$ cat src/rtl/core/tomsu_pkg.sv
// Shared types, constants and the line readiness rule for the tagged
// operand matching store. No dependencies.
`timescale 1ns / 1ps
package tomsu_pkg;

	localparam int IN_W  = 96;
	localparam int OUT_W = 80;
	localparam int DATA_W = 32;
	localparam int CFG_IDX_W = 2;

	localparam logic [CFG_IDX_W-1:0] CFG_PORT1_EN = 2'd0;
	localparam logic [CFG_IDX_W-1:0] CFG_PORT2_EN = 2'd1;
	localparam logic [CFG_IDX_W-1:0] CFG_PORT3_EN = 2'd2;
	localparam logic [CFG_IDX_W-1:0] CFG_MUX_MODE = 2'd3;

	typedef enum logic [2:0] {ST_IDLE, ST_P1, ST_P2, ST_P3, ST_OUT} state_t;
	typedef enum logic [1:0] {PORT_NONE, PORT_1, PORT_2, PORT_3} port_t;

	typedef struct packed {
		logic  load;
		port_t port;
		logic  out_we;
	} ctl_cmd_t;

	typedef struct packed {
		logic out_free;
	} ctl_sts_t;

	function automatic logic line_ready(input logic e1, input logic e2, input logic e3,
		input logic mux, input logic f1, input logic f2, input logic f3, input logic b3);
		logic r;
		begin
			if (!e1 && !e2 && !e3) begin
				r = 1'b0;
			end else if (mux && e3 && (e1 || e2)) begin
				r = f3 && (b3 ? (e1 && f1) : (e2 && f2));
			end else begin
				r = (!e1 || f1) && (!e2 || f2) && (!e3 || f3);
			end
			return r;
		end
	endfunction

endpackage

$ cat src/rtl/core/tomsu_ctrl.sv
// Sequencer for the matching store: accepts one transaction, steps the
// three ports through the datapath, then loads the result register.
// Depends on tomsu_pkg.
`timescale 1ns / 1ps
module tomsu_ctrl (
	input  logic                clk,
	input  logic                arst_n,
	input  logic                s_tvalid,
	output logic                s_tready,
	input  tomsu_pkg::ctl_sts_t sts,
	output tomsu_pkg::ctl_cmd_t cmd
);
	tomsu_pkg::state_t state_q, state_d;

	always_ff @(posedge clk or negedge arst_n) begin
		if (!arst_n) begin
			state_q <= tomsu_pkg::ST_IDLE;
		end else begin
			state_q <= state_d;
		end
	end

	always_comb begin
		state_d = state_q;
		cmd.load = 1'b0;
		cmd.port = tomsu_pkg::PORT_NONE;
		cmd.out_we = 1'b0;
		s_tready = 1'b0;
		unique case (state_q)
			tomsu_pkg::ST_IDLE: begin
				s_tready = 1'b1;
				if (s_tvalid) begin
					cmd.load = 1'b1;
					state_d = tomsu_pkg::ST_P1;
				end
			end
			tomsu_pkg::ST_P1: begin
				cmd.port = tomsu_pkg::PORT_1;
				state_d = tomsu_pkg::ST_P2;
			end
			tomsu_pkg::ST_P2: begin
				cmd.port = tomsu_pkg::PORT_2;
				state_d = tomsu_pkg::ST_P3;
			end
			tomsu_pkg::ST_P3: begin
				cmd.port = tomsu_pkg::PORT_3;
				state_d = tomsu_pkg::ST_OUT;
			end
			tomsu_pkg::ST_OUT: begin
				// hold until the result register can take the new result
				if (sts.out_free) begin
					cmd.out_we = 1'b1;
					state_d = tomsu_pkg::ST_IDLE;
				end
			end
			default: state_d = tomsu_pkg::ST_IDLE;
		endcase
	end
endmodule

$ cat src/rtl/core/tomsu_dp.sv
// Datapath of the matching store: line table, ready queue, last-tag
// registers, configuration registers and result register.
// Depends on tomsu_pkg.
`timescale 1ns / 1ps
module tomsu_dp #(
	parameter int LINES = 8,
	parameter int TAG_WIDTH = 8
) (
	input  logic                             clk,
	input  logic                             arst_n,
	input  tomsu_pkg::ctl_cmd_t              cmd,
	output tomsu_pkg::ctl_sts_t              sts,
	input  logic [tomsu_pkg::IN_W-1:0]       s_tdata,
	input  logic                             m_tready,
	output logic                             m_tvalid,
	output logic [tomsu_pkg::OUT_W-1:0]      m_tdata,
	input  logic                             cfg_we,
	input  logic [tomsu_pkg::CFG_IDX_W-1:0]  cfg_index,
	input  logic                             cfg_data
);
	localparam int IW = (LINES > 1) ? $clog2(LINES) : 1;
	localparam int CW = $clog2(LINES + 1);
	localparam int DW = tomsu_pkg::DATA_W;

	logic en1_q, en2_q, en3_q, mux_q;

	logic [TAG_WIDTH-1:0] line_tag_q [LINES];
	logic [DW-1:0]        line_val1_q [LINES];
	logic [DW-1:0]        line_val2_q [LINES];
	logic [LINES-1:0]     full1_q, full2_q, full3_q, bool3_q, queued_q;
	logic [IW-1:0]        queue_q [LINES];
	logic [IW-1:0]        head_q;
	logic [CW-1:0]        count_q;
	logic [TAG_WIDTH-1:0] last_q [3];
	logic [2:0]           seen_q;
	logic [2:0]           ack_q;

	// item fields held for the port steps
	logic                 p1v_q, p2v_q, p3v_q, p3b_q;
	logic [DW-1:0]        p1d_q, p2d_q;
	logic [TAG_WIDTH-1:0] p1t_q, p2t_q, p3t_q;

	// current port step
	logic                 sel_v;
	logic [TAG_WIDTH-1:0] sel_t;
	logic [DW-1:0]        sel_d;
	logic [1:0]           pi;
	logic [LINES-1:0]     hitv, freev;
	logic [IW-1:0]        hit_idx, free_idx, idx;
	logic                 any_hit, slot_full, ok, f1n, f2n, f3n, b3n, enq;
	logic [IW-1:0]        tail;
	logic [IW:0]          tail_sum;
	logic                 do_rel;
	logic [IW-1:0]        head_line;

	always_comb begin
		sel_v = 1'b0;
		sel_t = '0;
		sel_d = '0;
		pi = 2'd0;
		case (cmd.port)
			tomsu_pkg::PORT_1: begin
				sel_v = p1v_q && en1_q; sel_t = p1t_q; sel_d = p1d_q; pi = 2'd0;
			end
			tomsu_pkg::PORT_2: begin
				sel_v = p2v_q && en2_q; sel_t = p2t_q; sel_d = p2d_q; pi = 2'd1;
			end
			tomsu_pkg::PORT_3: begin
				sel_v = p3v_q && en3_q; sel_t = p3t_q; sel_d = DW'(p3b_q); pi = 2'd2;
			end
			default: ;
		endcase
	end

	always_comb begin
		hit_idx = '0;
		free_idx = '0;
		for (int i = 0; i < LINES; i++) begin
			hitv[i] = line_tag_q[i] == sel_t;
			freev[i] = line_tag_q[i] == '0;
		end
		for (int i = LINES - 1; i >= 0; i--) begin
			if (hitv[i]) hit_idx = IW'(i);
			if (freev[i]) free_idx = IW'(i);
		end
		any_hit = |hitv;
		idx = any_hit ? hit_idx : free_idx;
		case (pi)
			2'd0:    slot_full = full1_q[idx];
			2'd1:    slot_full = full2_q[idx];
			default: slot_full = full3_q[idx];
		endcase
		ok = sel_v && (sel_t != '0) && !(seen_q[pi] && last_q[pi] == sel_t)
			&& (any_hit ? !slot_full : |freev);
		f1n = full1_q[idx] || (pi == 2'd0);
		f2n = full2_q[idx] || (pi == 2'd1);
		f3n = full3_q[idx] || (pi == 2'd2);
		b3n = (pi == 2'd2) ? sel_d[0] : bool3_q[idx];
		enq = ok && !queued_q[idx] && (count_q < CW'(LINES))
			&& tomsu_pkg::line_ready(en1_q, en2_q, en3_q, mux_q, f1n, f2n, f3n, b3n);
		tail_sum = {1'b0, head_q} + (IW + 1)'(count_q);
		tail = (tail_sum >= (IW + 1)'(LINES)) ? IW'(tail_sum - (IW + 1)'(LINES))
			: tail_sum[IW-1:0];
	end

	assign head_line = queue_q[head_q];
	assign do_rel = cmd.load && s_tdata[0] && (count_q != '0);
	assign sts.out_free = !m_tvalid || m_tready;

	always_ff @(posedge clk or negedge arst_n) begin
		if (!arst_n) begin
			en1_q <= 1'b1;
			en2_q <= 1'b1;
			en3_q <= 1'b0;
			mux_q <= 1'b0;
		end else if (cfg_we) begin
			unique case (cfg_index)
				tomsu_pkg::CFG_PORT1_EN: en1_q <= cfg_data;
				tomsu_pkg::CFG_PORT2_EN: en2_q <= cfg_data;
				tomsu_pkg::CFG_PORT3_EN: en3_q <= cfg_data;
				tomsu_pkg::CFG_MUX_MODE: mux_q <= cfg_data;
				default: ;
			endcase
		end
	end

	always_ff @(posedge clk) begin
		if (cmd.load) begin
			p1v_q <= s_tdata[1];
			p1d_q <= s_tdata[33:2];
			p1t_q <= TAG_WIDTH'(s_tdata[41:34]);
			p2v_q <= s_tdata[42];
			p2d_q <= s_tdata[74:43];
			p2t_q <= TAG_WIDTH'(s_tdata[82:75]);
			p3v_q <= s_tdata[83];
			p3b_q <= s_tdata[84];
			p3t_q <= TAG_WIDTH'(s_tdata[92:85]);
		end
		if (enq) queue_q[tail] <= idx;
	end

	always_ff @(posedge clk or negedge arst_n) begin
		if (!arst_n) begin
			for (int i = 0; i < LINES; i++) begin
				line_tag_q[i] <= '0;
				line_val1_q[i] <= '0;
				line_val2_q[i] <= '0;
			end
			full1_q <= '0;
			full2_q <= '0;
			full3_q <= '0;
			bool3_q <= '0;
			queued_q <= '0;
			head_q <= '0;
			count_q <= '0;
			for (int p = 0; p < 3; p++) last_q[p] <= '0;
			seen_q <= '0;
			ack_q <= '0;
		end else begin
			if (do_rel) begin
				// drop the oldest ready line
				line_tag_q[head_line] <= '0;
				line_val1_q[head_line] <= '0;
				line_val2_q[head_line] <= '0;
				full1_q[head_line] <= 1'b0;
				full2_q[head_line] <= 1'b0;
				full3_q[head_line] <= 1'b0;
				bool3_q[head_line] <= 1'b0;
				queued_q[head_line] <= 1'b0;
				head_q <= (head_q == IW'(LINES - 1)) ? '0 : head_q + 1'b1;
				count_q <= count_q - 1'b1;
			end
			if (cmd.port != tomsu_pkg::PORT_NONE) begin
				ack_q[pi] <= ok;
				if (ok) begin
					line_tag_q[idx] <= sel_t;
					case (pi)
						2'd0: begin
							full1_q[idx] <= 1'b1;
							line_val1_q[idx] <= sel_d;
						end
						2'd1: begin
							full2_q[idx] <= 1'b1;
							line_val2_q[idx] <= sel_d;
						end
						default: begin
							full3_q[idx] <= 1'b1;
							bool3_q[idx] <= sel_d[0];
						end
					endcase
					last_q[pi] <= sel_t;
					seen_q[pi] <= 1'b1;
				end
				if (enq) begin
					queued_q[idx] <= 1'b1;
					count_q <= count_q + 1'b1;
				end
			end
		end
	end

	always_ff @(posedge clk or negedge arst_n) begin
		if (!arst_n) begin
			m_tvalid <= 1'b0;
		end else if (cmd.out_we) begin
			m_tvalid <= 1'b1;
		end else if (m_tready) begin
			m_tvalid <= 1'b0;
		end
	end

	always_ff @(posedge clk) begin
		if (cmd.out_we) begin
			m_tdata[2:0] <= ack_q;
			if (count_q != '0) begin
				m_tdata[3]     <= 1'b1;
				m_tdata[11:4]  <= 8'(line_tag_q[head_line]);
				m_tdata[43:12] <= line_val1_q[head_line];
				m_tdata[44]    <= full1_q[head_line];
				m_tdata[76:45] <= line_val2_q[head_line];
				m_tdata[77]    <= full2_q[head_line];
				m_tdata[78]    <= bool3_q[head_line];
				m_tdata[79]    <= full3_q[head_line];
			end else begin
				m_tdata[79:3] <= '0;
			end
		end
	end
endmodule

$ cat src/rtl/core/tagged_operand_matching_store_unit.sv
// Top level of the tagged operand matching store.
// Depends on tomsu_pkg, tomsu_ctrl and tomsu_dp.
//
// Usage: each slave-side transaction carries one step (a release request
// and up to three tagged tokens); each produces exactly one master-side
// transaction holding the three acks and the oldest ready line.
// The release is applied in the accept cycle, then ports one, two and
// three in turn each do a tag search and line update against the
// table, and a final step loads the result register.
// A new transaction is taken only once the current one has loaded its
// result, as the accept step, the one shared search/update unit used
// once per port, and the result load step run one after another.
// A stalled receiver holds the result in the output register; the next
// transaction is still taken and processed, and waits only at its final
// step until the register frees.
// Reset clears the line table, the ready queue count, the last-tag marks
// and restores the configuration defaults (ports one and two enabled).
// Configuration: cfg_we writes cfg_data to register cfg_index
// (0 port1_enable, 1 port2_enable, 2 port3_enable, 3 mux_mode); write
// only while idle.
`timescale 1ns / 1ps
module tagged_operand_matching_store_unit #(
	parameter int LINES = 8,
	parameter int TAG_WIDTH = 8
) (
	input  logic                             clk,
	input  logic                             arst_n,
	input  logic                             s_tvalid,
	output logic                             s_tready,
	// release_ready, p1_valid, p1_data, p1_tag, p2_valid, p2_data, p2_tag,
	// p3_valid, p3_bit, p3_tag, zero fill
	input  logic [tomsu_pkg::IN_W-1:0]       s_tdata,
	output logic                             m_tvalid,
	input  logic                             m_tready,
	// ack1, ack2, ack3, ready_valid, ready_tag, ready_data1, ready_has1,
	// ready_data2, ready_has2, ready_bit3, ready_has3
	output logic [tomsu_pkg::OUT_W-1:0]      m_tdata,
	input  logic                             cfg_we,
	input  logic [tomsu_pkg::CFG_IDX_W-1:0]  cfg_index,
	input  logic                             cfg_data
);
	tomsu_pkg::ctl_cmd_t cmd;
	tomsu_pkg::ctl_sts_t sts;

	tomsu_ctrl u_ctrl (
		.clk      (clk),
		.arst_n   (arst_n),
		.s_tvalid (s_tvalid),
		.s_tready (s_tready),
		.sts      (sts),
		.cmd      (cmd)
	);

	tomsu_dp #(
		.LINES     (LINES),
		.TAG_WIDTH (TAG_WIDTH)
	) u_dp (
		.clk       (clk),
		.arst_n    (arst_n),
		.cmd       (cmd),
		.sts       (sts),
		.s_tdata   (s_tdata),
		.m_tready  (m_tready),
		.m_tvalid  (m_tvalid),
		.m_tdata   (m_tdata),
		.cfg_we    (cfg_we),
		.cfg_index (cfg_index),
		.cfg_data  (cfg_data)
	);
endmodule
$ cat config.mk
export PLATFORM = sky130hd
export DESIGN_NAME = tagged_operand_matching_store_unit
export DESIGN_NICKNAME = d
export VERILOG_FILES = /design/src/rtl/core/tomsu_pkg.sv /design/src/rtl/core/tomsu_ctrl.sv /design/src/rtl/core/tomsu_dp.sv /design/src/rtl/core/tagged_operand_matching_store_unit.sv
export SDC_FILE = /design/constraint.sdc
export NUM_CORES = 2
export LEC_CHECK = 0
export BUFFER_PORTS_ARGS = -buffer_cell sky130_fd_sc_hd__buf_2
export CAP_MARGIN = 25
export CELL_PAD_IN_SITES_DETAIL_PLACEMENT = 0
export CELL_PAD_IN_SITES_GLOBAL_PLACEMENT = 1
export CORE_MARGIN = 8
export CORE_UTILIZATION = 49
export DETAILED_ROUTE_END_ITERATION = 16
export PLACE_DENSITY = 0.91
export SYNTH_ARGS = -nofsm -noshare
export SYNTH_HDL_FRONTEND = slang
export SYNTH_HIERARCHICAL = 1
export SYNTH_SLANG_ARGS = --single-unit
$ cat constraint.sdc
create_clock -name clk -period 6.2 [get_ports clk]
set_input_delay 0.31 -clock clk [delete_from_list [all_inputs] [get_ports clk]]
set_output_delay 0.31 -clock clk [all_outputs]
set_load 0.01 [all_outputs]
==> summary.txt <==
Timing
  • Final Skew: 32.0 ps
  • Minimum period implied by the final worst setup slack: 6100 ps
  • Worst slew pin tran: 1180 ps
  • Max Slew Vio Count: 0
  • Count of endpoints failing hold in the final timing report: 0
  • Total of endpoints with negative setup slack in the final report: 0
  • Final setup slack of the worst path: 104 ps
  • Worst-case headroom to the max-slew limit: 21.6%
  • Period utilisation layout: 98.3%
  • Maximum achievable frequency: 164 MHz

Die
  • Die height: 311 um
  • Die width: 311 um
  • IO Count: 186
  • Starting Density: 49.3%
  • Area enclosed by the die boundary: 0.0969 mm^2
  • Core Box Area: 0.0866 mm^2
  • Number of rows created at floorplan: 108

Clock tree
  • Clock tree root buffer cell: sky130_fd_sc_hd__clkbuf_16
  • Maximum buffer depth of the clock tree: 3
  • Number of CTS-inserted buffers: 91
  • Clock latency on the worst-skew pair: 680 ps
  • Post-CTS clock slew at the launch and capture registers of the worst setup and hold paths: 60 ps
  • Clock tree from TritonCTS: done
  • H-tree depth reported by CTS: 3
  • Num Clock Sinks: 857

Cells and area
  • Antenna fix cells: 0
  • Nets@finish: 4,615
  • Commonest non-fill, non-tap cells in the layout: sky130_fd_sc_hd__nand2_1, sky130_fd_sc_hd__dfrtp_1, sky130_fd_sc_hd__mux2i_1
  • Filler Cells Inserted: 7,282
  • Multi-input gate area: 0.0186 mm^2
  • Share of post-route cells with drive strength above 1: 13.2%
  • Syn-to-layout area delta: 15.5%
  • Storage element area: 0.0224 mm^2
  • Post-layout util: 57.0%
  • Most common cell after layout, fill and taps aside: sky130_fd_sc_hd__nand2_1

Detailed routing
  • Total number of vias: 34,154
  • Final antenna-violating net count: 0
  • Average wire length per cell after detail routing: 22.7 um
  • Initial DRC Count: 3,921
  • Average via count per standard cell: 5.95
  • Detailed Route WL: 130 mm
  • First-pass iteration count of the detailed router: 6
  • Final routed DRC violation total: 0

Min path
  • Hold WC Path Type: input pin to register

Power and ir drop
  • Maximum resistive drop on vdd: 0.704 mV
  • Power density cells: 565 mW/mm^2
  • Leakage power total: 26.3 nW

Synthesis
  • Cell area after technology mapping: 0.0427 mm^2
  • Ys async rst share: 77.1%
  • Syn Area/Cell: 9.83 um^2
  • Number of nets produced by synthesis: 4,459
  • Synthesized flop and latch total: 857
  • Instance count of the mapped netlist: 4,349
  • Syn. warnings: 6
  • Proportion of synthesized chip area in sequential cells: 52.5%
  • Number of flops mapped to enable cells by yosys: 196
  • Dominant register cell in the synthesized netlist: sky130_fd_sc_hd__dfrtp_1
  • Unique masters post-synth: 90

Outcome
  • Result of the run: finished clean

Run
  • Reported max-cap violation count: 0

Global route
  • Number of antenna violations at the first check in global routing: 2
  • Overall track demand over capacity in global routing: 26.0%
  • Pin count of the biggest net entering global routing: 207
  • Vias in the first global route: 33,603
  • Wire length of the first global-routing pass: 201 mm
  • Grt total ovfl: 0

Placed design
  • Worst setup slack before clock tree synthesis: 311 ps
  • Quantity of I/O buffers inserted on ports: 182
  • Estimated wirelength of the detail-placed design: 75.1 mm
  • RD Place Congestion: 0.932

Worst setup path
  • Critical Path Start Type: register
  • Critical-path maximum fanout: 12
  • WP data required: 6570 ps
  • Setup crit end kind: register
  • WS Path Type: register to register
  • Arrival time at the worst endpoint: 6460 ps
## synth_stat cells, types with 6 or more instances
master / instances / area share (%)
sky130_fd_sc_hd__a211oi_1: 60 / 1.1
sky130_fd_sc_hd__a21o_1: 22 / 0.39
sky130_fd_sc_hd__a21oi_1: 98 / 1.1
sky130_fd_sc_hd__a221oi_1: 8 / 0.16
sky130_fd_sc_hd__a22oi_1: 32 / 0.56
sky130_fd_sc_hd__and2_1: 6 / 0.088
sky130_fd_sc_hd__and3_1: 24 / 0.35
sky130_fd_sc_hd__and3b_1: 7 / 0.14
sky130_fd_sc_hd__buf_1: 18 / 0.16
sky130_fd_sc_hd__buf_2: 49 / 0.57
sky130_fd_sc_hd__buf_4: 16 / 0.28
sky130_fd_sc_hd__buf_6: 46 / 1.2
sky130_fd_sc_hd__clkbuf_1: 245 / 2.2
sky130_fd_sc_hd__dfrtp_1: 659 / 39
sky130_fd_sc_hd__edfxtp_1: 196 / 14
sky130_fd_sc_hd__inv_1: 34 / 0.30
sky130_fd_sc_hd__mux2_2: 33 / 0.87
sky130_fd_sc_hd__mux2i_1: 609 / 14
sky130_fd_sc_hd__mux4_2: 6 / 0.32
sky130_fd_sc_hd__nand2_1: 1339 / 12
sky130_fd_sc_hd__nand2b_1: 8 / 0.12
sky130_fd_sc_hd__nand3_1: 465 / 5.4
sky130_fd_sc_hd__nor2_1: 32 / 0.28
sky130_fd_sc_hd__nor2b_1: 21 / 0.31
sky130_fd_sc_hd__nor3_1: 22 / 0.26
sky130_fd_sc_hd__nor4_1: 23 / 0.34
sky130_fd_sc_hd__nor4b_1: 7 / 0.14
sky130_fd_sc_hd__nor4bb_1: 8 / 0.19
sky130_fd_sc_hd__o211ai_1: 20 / 0.35
sky130_fd_sc_hd__o21ai_0: 12 / 0.14
sky130_fd_sc_hd__o21ai_1: 10 / 0.12
sky130_fd_sc_hd__o22ai_1: 63 / 0.92
sky130_fd_sc_hd__o32ai_1: 8 / 0.16
sky130_fd_sc_hd__or2_2: 12 / 0.18
sky130_fd_sc_hd__or3_1: 17 / 0.25
sky130_fd_sc_hd__or4_1: 8 / 0.14
sky130_fd_sc_hd__xnor2_1: 10 / 0.20
## flip-flops by register name (all words and copies together), names as in the netlist, 24 cells and up
| signal | count |
|---|---|
| u_dp/line_val2_q | 256 |
| u_dp/p2d_q | 32 |
| u_dp/last_q | 24 |
| u_dp/m_tdata | 80 |
| u_dp/line_tag_q | 64 |
| u_dp/queue_q | 24 |
| u_dp/p1d_q | 32 |
| u_dp/line_val1_q | 256 |
## report_power, final
group	switching [mW]	internal [mW]	leakage, nW	total, mW
clock network	2.38	3.40	1.56	5.78
registers	1.37	8.14	9.00	9.51
logic	8.32	4.27	15.7	12.6
## per-stage QoR
stage	setup TNS, ps	power (mW)	instance area, um^2	hold slack (ps)	cells
6_report	0	27.9	49400	32.9	5739
3_3_place_gp	0	21.4	45000	429	5459
3_5_place_dp	0	21.7	45100	436	5460
4_1_cts	0	27.6	49200	6.20	5729
2_1_floorplan	0	17.5	42700	14.4	4349
5_1_grt	-3.27	29.5	49400	54.3	5739
## path summary, 6_finish.rpt
path                            cells past startpoint  slack [ps]                     startpoint                              to
worst max register to register                     18         100  u_ctrl/state_q[2]$_DFFE_PN0P_    u_dp/queue_q[0][2]$_DFFE_PP_
worst min register to register                      0         450      u_dp/ack_q[0]$_DFFE_PN0P_       u_dp/m_tdata[0]$_DFFE_PP_
min in group asynchronous                           2         300                         arst_n          u_dp/mux_q$_DFFE_PN0P_
worst max-delay path                               18         100  u_ctrl/state_q[2]$_DFFE_PN0P_    u_dp/queue_q[0][2]$_DFFE_PP_
worst min-delay path                                3          30                   cfg_index[1]          u_dp/mux_q$_DFFE_PN0P_
max in group asynchronous                           3        4270                         arst_n  u_dp/line_val2_q[74]$_DFF_PN0_
## critical path, stage by stage (launching register included)
cell                       delay (ps)
sky130_fd_sc_hd__dfrtp_1          630
sky130_fd_sc_hd__and2b_1          480
sky130_fd_sc_hd__buf_4            290
sky130_fd_sc_hd__nor2b_4          300
sky130_fd_sc_hd__and3_1           200
sky130_fd_sc_hd__o32ai_1          110
sky130_fd_sc_hd__or4_1            600
sky130_fd_sc_hd__a211oi_1         490
sky130_fd_sc_hd__a21oi_1          170
sky130_fd_sc_hd__buf_4            210
sky130_fd_sc_hd__or3_1            330
sky130_fd_sc_hd__buf_4            180
sky130_fd_sc_hd__o221ai_1         250
sky130_fd_sc_hd__nor3_1            90
sky130_fd_sc_hd__a221oi_1         250
sky130_fd_sc_hd__a22oi_1          210
sky130_fd_sc_hd__or2_1            410
sky130_fd_sc_hd__nor4b_1          400
sky130_fd_sc_hd__buf_4            200
## timing repair
| action | CTS | global route |
|---|---|---|
| endpoints found under the setup margin | 0 | 118 |
| hold buffers | 97 | 0 |
| endpoints found under the hold margin | 200 | 0 |
| resized for setup | 0 | 1 |
| buffers inserted | 0 | 4 |
## final cells by class
type | count | share of cell area, %
sequential | 857 | 45.4
multi-input combinational | 3083 | 37.6
timing repair buffer | 436 | 7.29
clock buffer | 120 | 5.21
tap | 1155 | 2.93
clock inverter | 52 | 1.25
inverter | 36 | 0.274
## cells by family (layout without fill, tap and decap cells)
logic type	Yosys count	in the layout	share of synthesized area (%)
AOI/OAI and AO/OA	382	382	6.10
muxes	655	655	15.7
buffers and inverters	412	644	4.72
and+or+nand+nor	2024	2027	20.5
adders and majority gates	6	6	0.193
xor gates and xnor gates	13	13	0.266
DFF	857	857	52.5
## layer usage
layer  global-route usage [%]  vias to the layer above  part of all wire, %
met5                        0                        -                0.018
met4                     8.95                        4                  2.9
met3                     4.94                      279                  9.5
met2                     40.3                     1698                   45
met1                     36.6                    16804                   42
li1                         -                    15369                    -
Power figures use the tool's default switching activity.
